==> config.mk <==
export PLATFORM = sky130hd
export DESIGN_NAME = pnma_divider
export DESIGN_NICKNAME = d
export VERILOG_FILES = /design/src/hdl/per_node_field_moving_average_macros.svh /design/src/hdl/pnma_pkg.sv /design/src/hdl/pnma_divider.sv
export SDC_FILE = /design/constraint.sdc
export NUM_CORES = 1
export LEC_CHECK = 0
export ABC_AREA = 1
export BUFFER_PORTS_ARGS = -buffer_cell sky130_fd_sc_hd__buf_2
export CAP_MARGIN = 25
export CORE_ASPECT_RATIO = 1.1
export CORE_MARGIN = 3
export CORE_UTILIZATION = 60
export CTS_CLUSTER_SIZE = 16
export DETAILED_ROUTE_END_ITERATION = 8
export GPL_ROUTABILITY_DRIVEN = 0
export PLACE_DENSITY_LB_ADDON = 0.1
export SLEW_MARGIN = 30
export SYNTH_ARGS = -nofsm -noshare
export SYNTH_HDL_FRONTEND = slang
export SYNTH_SLANG_ARGS = --single-unit
==> constraint.sdc <==
create_clock -name clk -period 12.35 [get_ports clk]
set_clock_uncertainty 0.15 [all_clocks]
set_input_delay 1.235 -clock clk [delete_from_list [all_inputs] [get_ports clk]]
set_output_delay 1.235 -clock clk [all_outputs]
set_load 0.01 [all_outputs]
==> src/hdl/per_node_field_moving_average_macros.svh <==
// ----------------------------------------------------------------------------
// Assertion macros for the per-node moving average
// Shared concurrent assertion forms, reporting through $error.
// ----------------------------------------------------------------------------
`ifndef PER_NODE_FIELD_MOVING_AVERAGE_MACROS_SVH
`define PER_NODE_FIELD_MOVING_AVERAGE_MACROS_SVH

// implication checked every clock, off while in reset
`define PNMA_ASSERT_IMP(label, ante, cons, msg) \
    label: assert property (@(posedge clk) disable iff (!rst_n) (ante) |-> (cons)) \
        else $error(msg);

// next-cycle implication
`define PNMA_ASSERT_NEXT(label, ante, cons, msg) \
    label: assert property (@(posedge clk) disable iff (!rst_n) (ante) |=> (cons)) \
        else $error(msg);

`endif

==> src/hdl/pnma_pkg.sv <==
// ----------------------------------------------------------------------------
// pnma_pkg
// Types and constants of the per-node moving average.
// ----------------------------------------------------------------------------
`default_nettype none
package pnma_pkg;
    localparam int NodeCount   = 1024;
    localparam int MaxWindow   = 16;
    localparam int SampleWidth = 32;
    localparam int NodeW  = $clog2(NodeCount);
    localparam int SlotW  = $clog2(MaxWindow);
    localparam int AddrW  = NodeW + SlotW;
    localparam int CntW   = $clog2(MaxWindow + 2);
    // sum of up to MaxWindow+1 samples
    localparam int SumW   = SampleWidth + $clog2(MaxWindow + 1) + 1;
    localparam int QuoW   = SumW;
    localparam int Comps  = 4;

    localparam logic [0:0] RegWindow    = 1'b0;
    localparam logic [0:0] RegPotential = 1'b1;

    typedef logic signed [SampleWidth-1:0] sample_t;
    typedef sample_t [Comps-1:0] vec_t;
    typedef logic signed [SumW-1:0] sum_t;
    typedef sum_t [Comps-1:0] sumv_t;

    typedef struct packed {
        logic           start;
        logic [CntW-1:0] divisor;
    } div_ctl_t;
endpackage
`default_nettype wire

==> src/hdl/pnma_divider.sv <==
// ----------------------------------------------------------------------------
// pnma_divider
// Restoring divide of four signed sums by one small count, one bit a cycle.
// ----------------------------------------------------------------------------
`default_nettype none
module pnma_divider
    import pnma_pkg::*;
(
    input  wire logic     clk,
    input  wire logic     rst_n,
    input  wire div_ctl_t ctl,
    input  wire sumv_t    dividend,
    output logic          done,
    output vec_t          quotient
);
    localparam int StepW = $clog2(QuoW + 1);

    logic [QuoW-1:0]  mag_reg     [Comps];
    logic [CntW:0]    rem_reg     [Comps];
    logic             neg_reg     [Comps];
    logic [CntW-1:0]  den_reg;
    logic [StepW-1:0] step_reg;
    logic             busy_reg;
    logic             done_reg;

    always_ff @(posedge clk or negedge rst_n) begin
        if (!rst_n) begin
            busy_reg <= 1'b0;
            done_reg <= 1'b0;
            step_reg <= '0;
        end
        else begin
            done_reg <= 1'b0;
            if (ctl.start) begin
                busy_reg <= 1'b1;
                step_reg <= StepW'(QuoW);
            end
            else if (busy_reg) begin
                step_reg <= step_reg - 1'b1;
                if (step_reg == StepW'(1)) begin
                    busy_reg <= 1'b0;
                    done_reg <= 1'b1;
                end
            end
        end
    end

    always_ff @(posedge clk) begin
        if (ctl.start) begin
            den_reg <= ctl.divisor;
            for (int c = 0; c < Comps; c++) begin
                neg_reg[c] <= dividend[c][SumW-1];
                mag_reg[c] <= dividend[c][SumW-1] ? QuoW'(-dividend[c])
                                                  : QuoW'(dividend[c]);
                rem_reg[c] <= '0;
            end
        end
        else if (busy_reg) begin
            for (int c = 0; c < Comps; c++) begin
                logic [CntW:0] trial;
                trial = {rem_reg[c][CntW-1:0], mag_reg[c][QuoW-1]};
                if (trial >= {1'b0, den_reg}) begin
                    rem_reg[c] <= trial - {1'b0, den_reg};
                    mag_reg[c] <= {mag_reg[c][QuoW-2:0], 1'b1};
                end
                else begin
                    rem_reg[c] <= trial;
                    mag_reg[c] <= {mag_reg[c][QuoW-2:0], 1'b0};
                end
            end
        end
    end

    always_comb begin
        for (int c = 0; c < Comps; c++) begin
            quotient[c] = neg_reg[c] ? sample_t'(-mag_reg[c][SampleWidth-1:0])
                                     : sample_t'(mag_reg[c][SampleWidth-1:0]);
        end
    end
    assign done = done_reg;
endmodule
`default_nettype wire

Yosys cells after proc, flatten, opt, wreduce, memory -nomap -nowiden:

Memories as Yosys holds them, arrays and structs flattened.
Cells that the tools add are included.

* input port bits: 160
* memory bits (writable): 180
* word-level logic and storage cells: 108
* register bits: 13
* memories: 3
* output and inout port bits: 129

Memory list
* mag_reg: depth 4, width 38, rd ports 4, clocked after memory_dff 0, write ports 4, RTL line pnma_divider.sv:18 `logic [QuoW-1:0] mag_reg [Comps];`
* rem_reg: depth 4, width 6, rd ports 4, clocked after memory_dff 0, write ports 4, RTL line pnma_divider.sv:19 `logic [CntW:0] rem_reg [Comps];`
* neg_reg: depth 4, width 1, rd ports 4, clocked after memory_dff 0, write ports 4, RTL line pnma_divider.sv:20 `logic neg_reg [Comps];`

* bitwise operators: 16
* order comparisons: 4
* mux-type cells: 66
* reductions and logical operators: 1
* add/subtract/negate cells: 13
* eq/ne operators: 1

Operators with widths (count)
* $mux 38: 12
* $neg 38->38: 4
* $mux 32: 4
* $neg 32->32: 4
* $mux 6: 10
* $mux 1: 40
* $ge 6x5->1: 4
* $sub 6x5->6: 4
* $or 1x1->1: 16
* $eq 6x1->1 const B: 1
* $sub 6x1->6 const B: 1
* $reduce_bool 2->1: 1

Logic depth before layout (Yosys ltp):

Gate-level depths: netlist (run 1).

* depth after elaboration: 7
* depth in mapped cells: 11
* mapped depth without buffers: 11

Worst setup path after synthesis (run 1):

No wires, ideal clock.

* path type: input port to flip-flop
* start: in ctl[5] (netlist bit)
* end: mem mag_reg[0][0] (netlist bit), enable pin
* stages: 2
* slack: 7.054 ns
* buffers on the path: 0
* required time: 11.674 ns
* library setup time: 0.526 ns
* arrival time: 4.620 ns
* cell sequence: nor2_1 inv_1

RTL lines
* start: declaration: RTL line pnma_divider.sv:11 `input wire div_ctl_t ctl,`
* end: declaration: RTL line pnma_divider.sv:18

==> summary.md, run 1 <==
| Metric | Value |
|---|---|
| Post-synth EDFFs | 181 |
| Ports | 289 |
| Leakage Power | 8.739 nW |
| Syn Nets | 2623 |
| Final net count | 2866 |
| Synth warn | 0 |
| Post-synthesis sequential area ratio | 33.86% |
| RR Endpoint | rem_reg[2][2] |
| Ys flop type | edfxtp_1 |
| Starting Density | 61.37% |
| Hold Path End | step_reg[5] |
| Share of layout cells above drive strength 1 | 14.67% |
| Largest net degree at the start of global routing | 104 |
| Slew @ Worst Pin | 0.9275 ns |
| Area growth syn-to-layout | 13.77% |
| Post-synth cell types | 48 |
| Area of the multi-input gates | 9649 um^2 |
| PostCTS Resize Cnt | 0 |
| Outcome | finished clean |
| Worst Path Required | 10.97 ns |
| Max VDD drop | 0.0001207 V |
| Via count | 17470 |
| Die area | 29770 um^2 |
| Clock Path Buffers | 2 |
| Most common cell after layout, fill and taps aside | nand2_1 |
| WL/cell | 15.80 um |
| Slew HR | 38.17% |
| Pre-antenna DRT Iters | 6 |
| Final setup TNS | 0 ns |
| Final slew viol count | 0 |
| Power Dens Cells | 121.5 nW/um^2 |
| TritonCTS Buffers | 17 |
| Synth Instances | 2429 |
| Critical path capture point type | primary output |
| Total wire length | 48070 um |
| Total gr overflow | 0 |
| Clock sink count | 189 |
| Fmax | 0.2587 GHz |
| FF-to-FF Start | busy_reg |
| FF+latch count, synth | 189 |
| Die Y | 180.7 um |
| Remaining routing DRC violations | 0 |
| H-tree depth reported by CTS | 4 |
| Hold Crit Class | reg -> reg |
| Hold buffer count at CTS | 0 |
| Port bufs | 288 |
| Vias in the first global route | 15850 |
| Worst-path maximum fanout | 27 |
| RSZ-0062 raised after global routing | no |
| Setup Buffers After CTS | 0 |
| Core Util, Final | 69.82% |
| Dpl hpwl | 36900 um |
| Final period util | 31.30% |
| R2R cell count | 9 |
| Final setup viols | 0 |
| # diodes | 0 |
| # rows | 63 |
| Hold WS | 0.3448 ns |
| Hold path cells | 1 |
| CTS tree | built |
| Clock Latency Late Sink | 0.45 ns |
| Vias per cell | 5.743 |
| Critical path launch point type | flop |
| Core ar. | 27120 um^2 |
| Mapped cell area | 16640 um^2 |
| Final ANT Viol Nets | 0 |
| Crit. Startpoint | neg_reg[0] |
| Clock transition at path regs | 0.08 ns |
| Root buffer cell | clkbuf_16 |
| Synth async-reset ratio | 4.233% |
| Fillers | 2369 |
| Tmin final | 3.866 ns |
| Initial drt markers | 1990 |
| Synthesized area per cell | 6.851 um^2 |
| GR Util All Layers | 31.45% |
| Most frequent cells in the layout | nand2_1 (603), nor2_1 (345), buf_2 (288), nand3_1 (270), inv_1 (256) |
| Initial antenna violation count | 3 |
| Hold wc startpoint | step_reg[5] |
| Final count of hold timing violations | 0 |
| Reg-to-reg slack, setup | 9.39 ns |
| Reg area | 5635 um^2 |
| Chip Width | 164.8 um |
| First-pass GRT wire length | 76360 um |
| Largest register FFs | 152 |
| Critical path class | reg -> out |
| Max-cap viol count | 0 |
| Crit path arrival time | 2.48 ns |
==> cell families after synthesis <==
group	after synthesis	synth area share (%)
compound gates	312	10.37
simple gates	1385	35.93
flops	189	33.86
fa+ha+maj	34	2.737
xor+xnor	170	8.947
buf+inv	339	8.150
==> through the flow <==
stage	cells	area [um^2]	power, mW	setup slack [ns]
after floorplan	2429	16640	1.430	7.054
after global placement	3006	18210	1.671	7.995
after detailed placement	3006	18210	1.696	7.828
after CTS	3038	18860	2.291	8.235
after global routing	3042	18930	2.433	8.376
final	3042	18930	2.301	8.484
==> critical path, stage by stage, from the launching register on <==
cell and delay (ns):
edfxtp_1 0.95, inv_1 0.44, o21ai_0 0.32, xor2_1 0.16
buf_2 0.15
==> final cells by class <==
type,count,area share (%)
clock buffer,17,2.247
multi-input combinational,1901,50.96
clock inverter,15,1.196
timing repair buffer,295,8.115
tap,357,2.359
inverter,268,5.353
sequential,189,29.76
==> synthesized netlist by cell type, drive strengths merged (25+ instances only) <==
cell type,instances,area [um^2]
inv,266,998.5
a21oi,74,389.1
nand3,272,1371
clkbuf,25,93.84
nand2,619,2374
xor2,132,1156
buf,46,256.5
nand4,63,394.1
o21ai,205,1060
xnor2,38,332.8
edfxtp,181,5435
nor2,363,1423
nor3,39,217.7
ha,30,375.4
==> where the power goes <==
group	leakage (nW)	internal (mW)	switching, mW	total, mW
Combinational	6.38	0.292	0.488	0.780
Sequential	2.05	0.823	0.0982	0.922
Clock	0.314	0.314	0.285	0.600
Total	8.74	1.43	0.871	2.30
==> per-layer routing <==
layer / part of all wire, % / vias to the layer above / global-route usage, % / wire, um
met1: 41 / 7910 / 43.37 / 19900
met2: 46 / 884 / 50.23 / 22100
met5: 0.071 / - / 0 / 34
met3: 8.7 / 142 / 3.632 / 4170
met4: 3.9 / 6 / 13.02 / 1859
li1: - / 8528 / - / -
==> how the worst max path moves through the flow <==
stage	slack, ns	to	depth (start not counted)
3_5_place_dp	7.83	rem_reg[2][2]	8
4_1_cts	8.24	quotient[77]	5
5_1_grt	8.38	quotient[52]	11
2_1_floorplan	7.05	mag_reg[0][0]	2
6_report	8.48	quotient[5]	4
3_3_place_gp	7.99	rem_reg[2][0]	8
(Power assumes the default switching activity.)
==> run 2: changes to the inputs <==
- CORE_UTILIZATION: 60 -> 58
- clock period: 12.35 -> 3.95 ns (I/O delays scaled with it)
==> summary.md, run 2 (synthesized netlist as in run 1, its figures left out) <==
| Metric | Value |
|---|---|
| Critical path class | reg -> out |
| Area growth syn-to-layout | 13.91% |
| RSZ-0062 raised after global routing | no |
| Fmax | 0.3421 GHz |
| First-pass GRT wire length | 77200 um (+1.1%) |
| Internal Power | 4.422 mW (+210%) |
| Dpl hpwl | 37000 um (+0.28%) |
| Seq pwr share | 40.2% (+0.2 points) |
| Hold Crit Class | in -> async |
| Total gr overflow | 0 (unchanged) |
| Die area | 30760 um^2 (+3.3%) |
| Vias per cell | 5.683 (-1.0%) |
| Clock Path Buffers | 2 (unchanged) |
| Logic pwr share | 34.6% (+0.7 points) |
| Initial drt markers | 1748 (-12%) |
| Starting Density | 59.38% (-2.0 points) |
| Clock group share of total power | 25.2% (-0.9 points) |
| Tmin final | 2.923 ns |
| Critical path capture point type | primary output |
| Die Y | 183.7 um (+1.7%) |
| Clock transition at path regs | 0.08 ns (about the same) |
| Most common cell after layout, fill and taps aside | nand2_1 |
| GR Util All Layers | 30.19% (-1.3 points) |
| Max-cap viol count | 0 (unchanged) |
| Final count of hold timing violations | 0 (unchanged) |
| Net switching fraction of the power | 37.75% (-0.10 points) |
| Largest register FFs | 152 (unchanged) |
| Core ar. | 28030 um^2 (+3.4%) |
| Via count | 17390 (-0.49%) |
| Final setup viols | 0 (unchanged) |
| CTS tree | built |
| Final net count | 2875 (+0.31%) |
| Pre-CTS setup slack | 1.356 ns (-6.472 ns) |
| Power Dens Cells | 374.8 nW/um^2 (+210%) |
| Initial antenna violation count | 2 (-1) |
| Most frequent cells in the layout | nand2_1 (603), nor2_1 (345), buf_2 (288), nand3_1 (270), inv_1 (256) |
| Root buffer cell | clkbuf_16 |
| Slew HR | 37.43% (-0.73 points) |
| Total wire length | 48290 um (+0.46%) |
| Critical path launch point type | flop |
| Ports | 289 (unchanged) |
| Final slew viol count | 0 (unchanged) |
| Reg-to-reg slack, setup | 1.34 ns (-8.05 ns) |
| TritonCTS Buffers | 17 (unchanged) |
| Vias in the first global route | 16000 (+0.95%) |
| Max VDD drop | 0.0003181 V (+160%) |
| Crit path arrival time | 2.38 ns (-0.10 ns) |
| Share of layout cells above drive strength 1 | 14.74% (+0.062 points) |
| Port bufs | 288 (unchanged) |
| Worst-path maximum fanout | 4 (-85%) |
| # rows | 64 (+1.6%) |
| Final setup TNS | 0 ns (unchanged) |
| Psw | 2.681 mW (+210%) |
| H-tree depth reported by CTS | 4 (unchanged) |
| Final ANT Viol Nets | 0 (unchanged) |
| Chip Width | 167.5 um (+1.6%) |
| Slew @ Worst Pin | 0.9385 ns (+0.01096 ns) |
| Setup Buffers After CTS | 0 (unchanged) |
| Clock Latency Late Sink | 0.45 ns (about the same) |
| Worst Path Required | 3.40 ns (-7.57 ns) |
| Remaining routing DRC violations | 0 (unchanged) |
| WL/cell | 15.79 um (-0.10%) |
| Final worst setup slack | 1.027 ns (-7.458 ns) |
| Outcome | finished clean |
| Clock sink count | 189 (unchanged) |
| Leakage Power | 8.751 nW (+0.13%) |
| Pre-antenna DRT Iters | 6 (unchanged) |
| Final period util | 74.00% |
| Largest net degree at the start of global routing | 173 (+66%) |
-- run 2: changes by cell type in the layout (fill, tap and decap cells not counted), moves of 2 or more --
cell	change
clkinv_8	-5
buf_12	+2
inv_6	+2
buf_6	-2
buf_4	+6
clkinvlp_4	+2
clkbuf_8	+2
diode_2	+2
buf_8	-2
dlygate4sd3_1	+6
-- run 2: path summary, 6_finish.rpt --
check | from | end | cells after the start
max | mag_reg[0][0] | quotient[20] | 11
min | rst_n | step_reg[2] | 2
max reg2reg | den_reg[1] | rem_reg[2][2] | 6
min reg2reg | step_reg[5] | step_reg[5] | 1
max in group asynchronous | rst_n | step_reg[1] | 2
min in group clk | dividend[70] | mag_reg[0][70] | 4
-- run 2: worst max-delay path, cell delays in order (launching register included) --
cell and delay [ns]:
edfxtp_1 0.50, inv_1 0.13, ha_1 0.17, nand3_1 0.14, inv_1 0.09, nand2_1 0.08, nor2_2 0.17, nand3_1 0.13
nand2_1 0.13, o21ai_1 0.09, xor2_1 0.15, buf_2 0.14
-- run 2: power by group through the flow --
stage | registers [mW] | clock network [mW] | logic [mW]
5_1_grt | 2.89 | 1.89 | 2.76
3_3_place_gp | 2.88 | 0 | 2.36
4_1_cts | 2.85 | 1.80 | 2.44
3_5_place_dp | 2.89 | 0 | 2.43
6_report | 2.86 | 1.79 | 2.46
2_1_floorplan | 2.79 | 0 | 1.68
-- run 2: repair_timing --
action,CTS,global route
hold buffers,6,0
endpoints found under the hold margin,13,0
gates resized for setup,0,0
-- run 2: layout make-up --
cell class | count | area, um^2
Inverter | 268 | 1012
Antenna cell | 2 | 5.005
Multi-Input combinational cell | 1901 | 9649
Clock inverter | 13 | 145.1
Timing Repair Buffer | 304 | 1602
Tap cell | 363 | 454.2
Fill cell | 2499 | 9071
Clock buffer | 19 | 452.9
Sequential cell | 189 | 5635
-- run 2: stage by stage --
step / hold WS [ns] / cells / area (um^2) / util (%) / total power, mW
2_1_floorplan: -0.05059 / 2429 / 16640 / - / 4.470
3_3_place_gp: 0.09490 / 3019 / 18290 / 65.27 / 5.237
3_5_place_dp: 0.09816 / 3019 / 18290 / 65.27 / 5.315
4_1_cts: 0.1650 / 3057 / 18950 / 67.62 / 7.094
5_1_grt: 0.1634 / 3058 / 18950 / 67.63 / 7.543
6_report: 0.1672 / 3059 / 18960 / 67.63 / 7.104
-- run 2: metal layers --
layer  track usage, %  vias to the layer above  share of wire, %
li1                 -                     8546                 -
met4            12.64                        2               3.9
met2            48.85                      836                46
met3            4.581                      134               7.9
met5                0                        -             0.027
met1            40.82                     7867                42
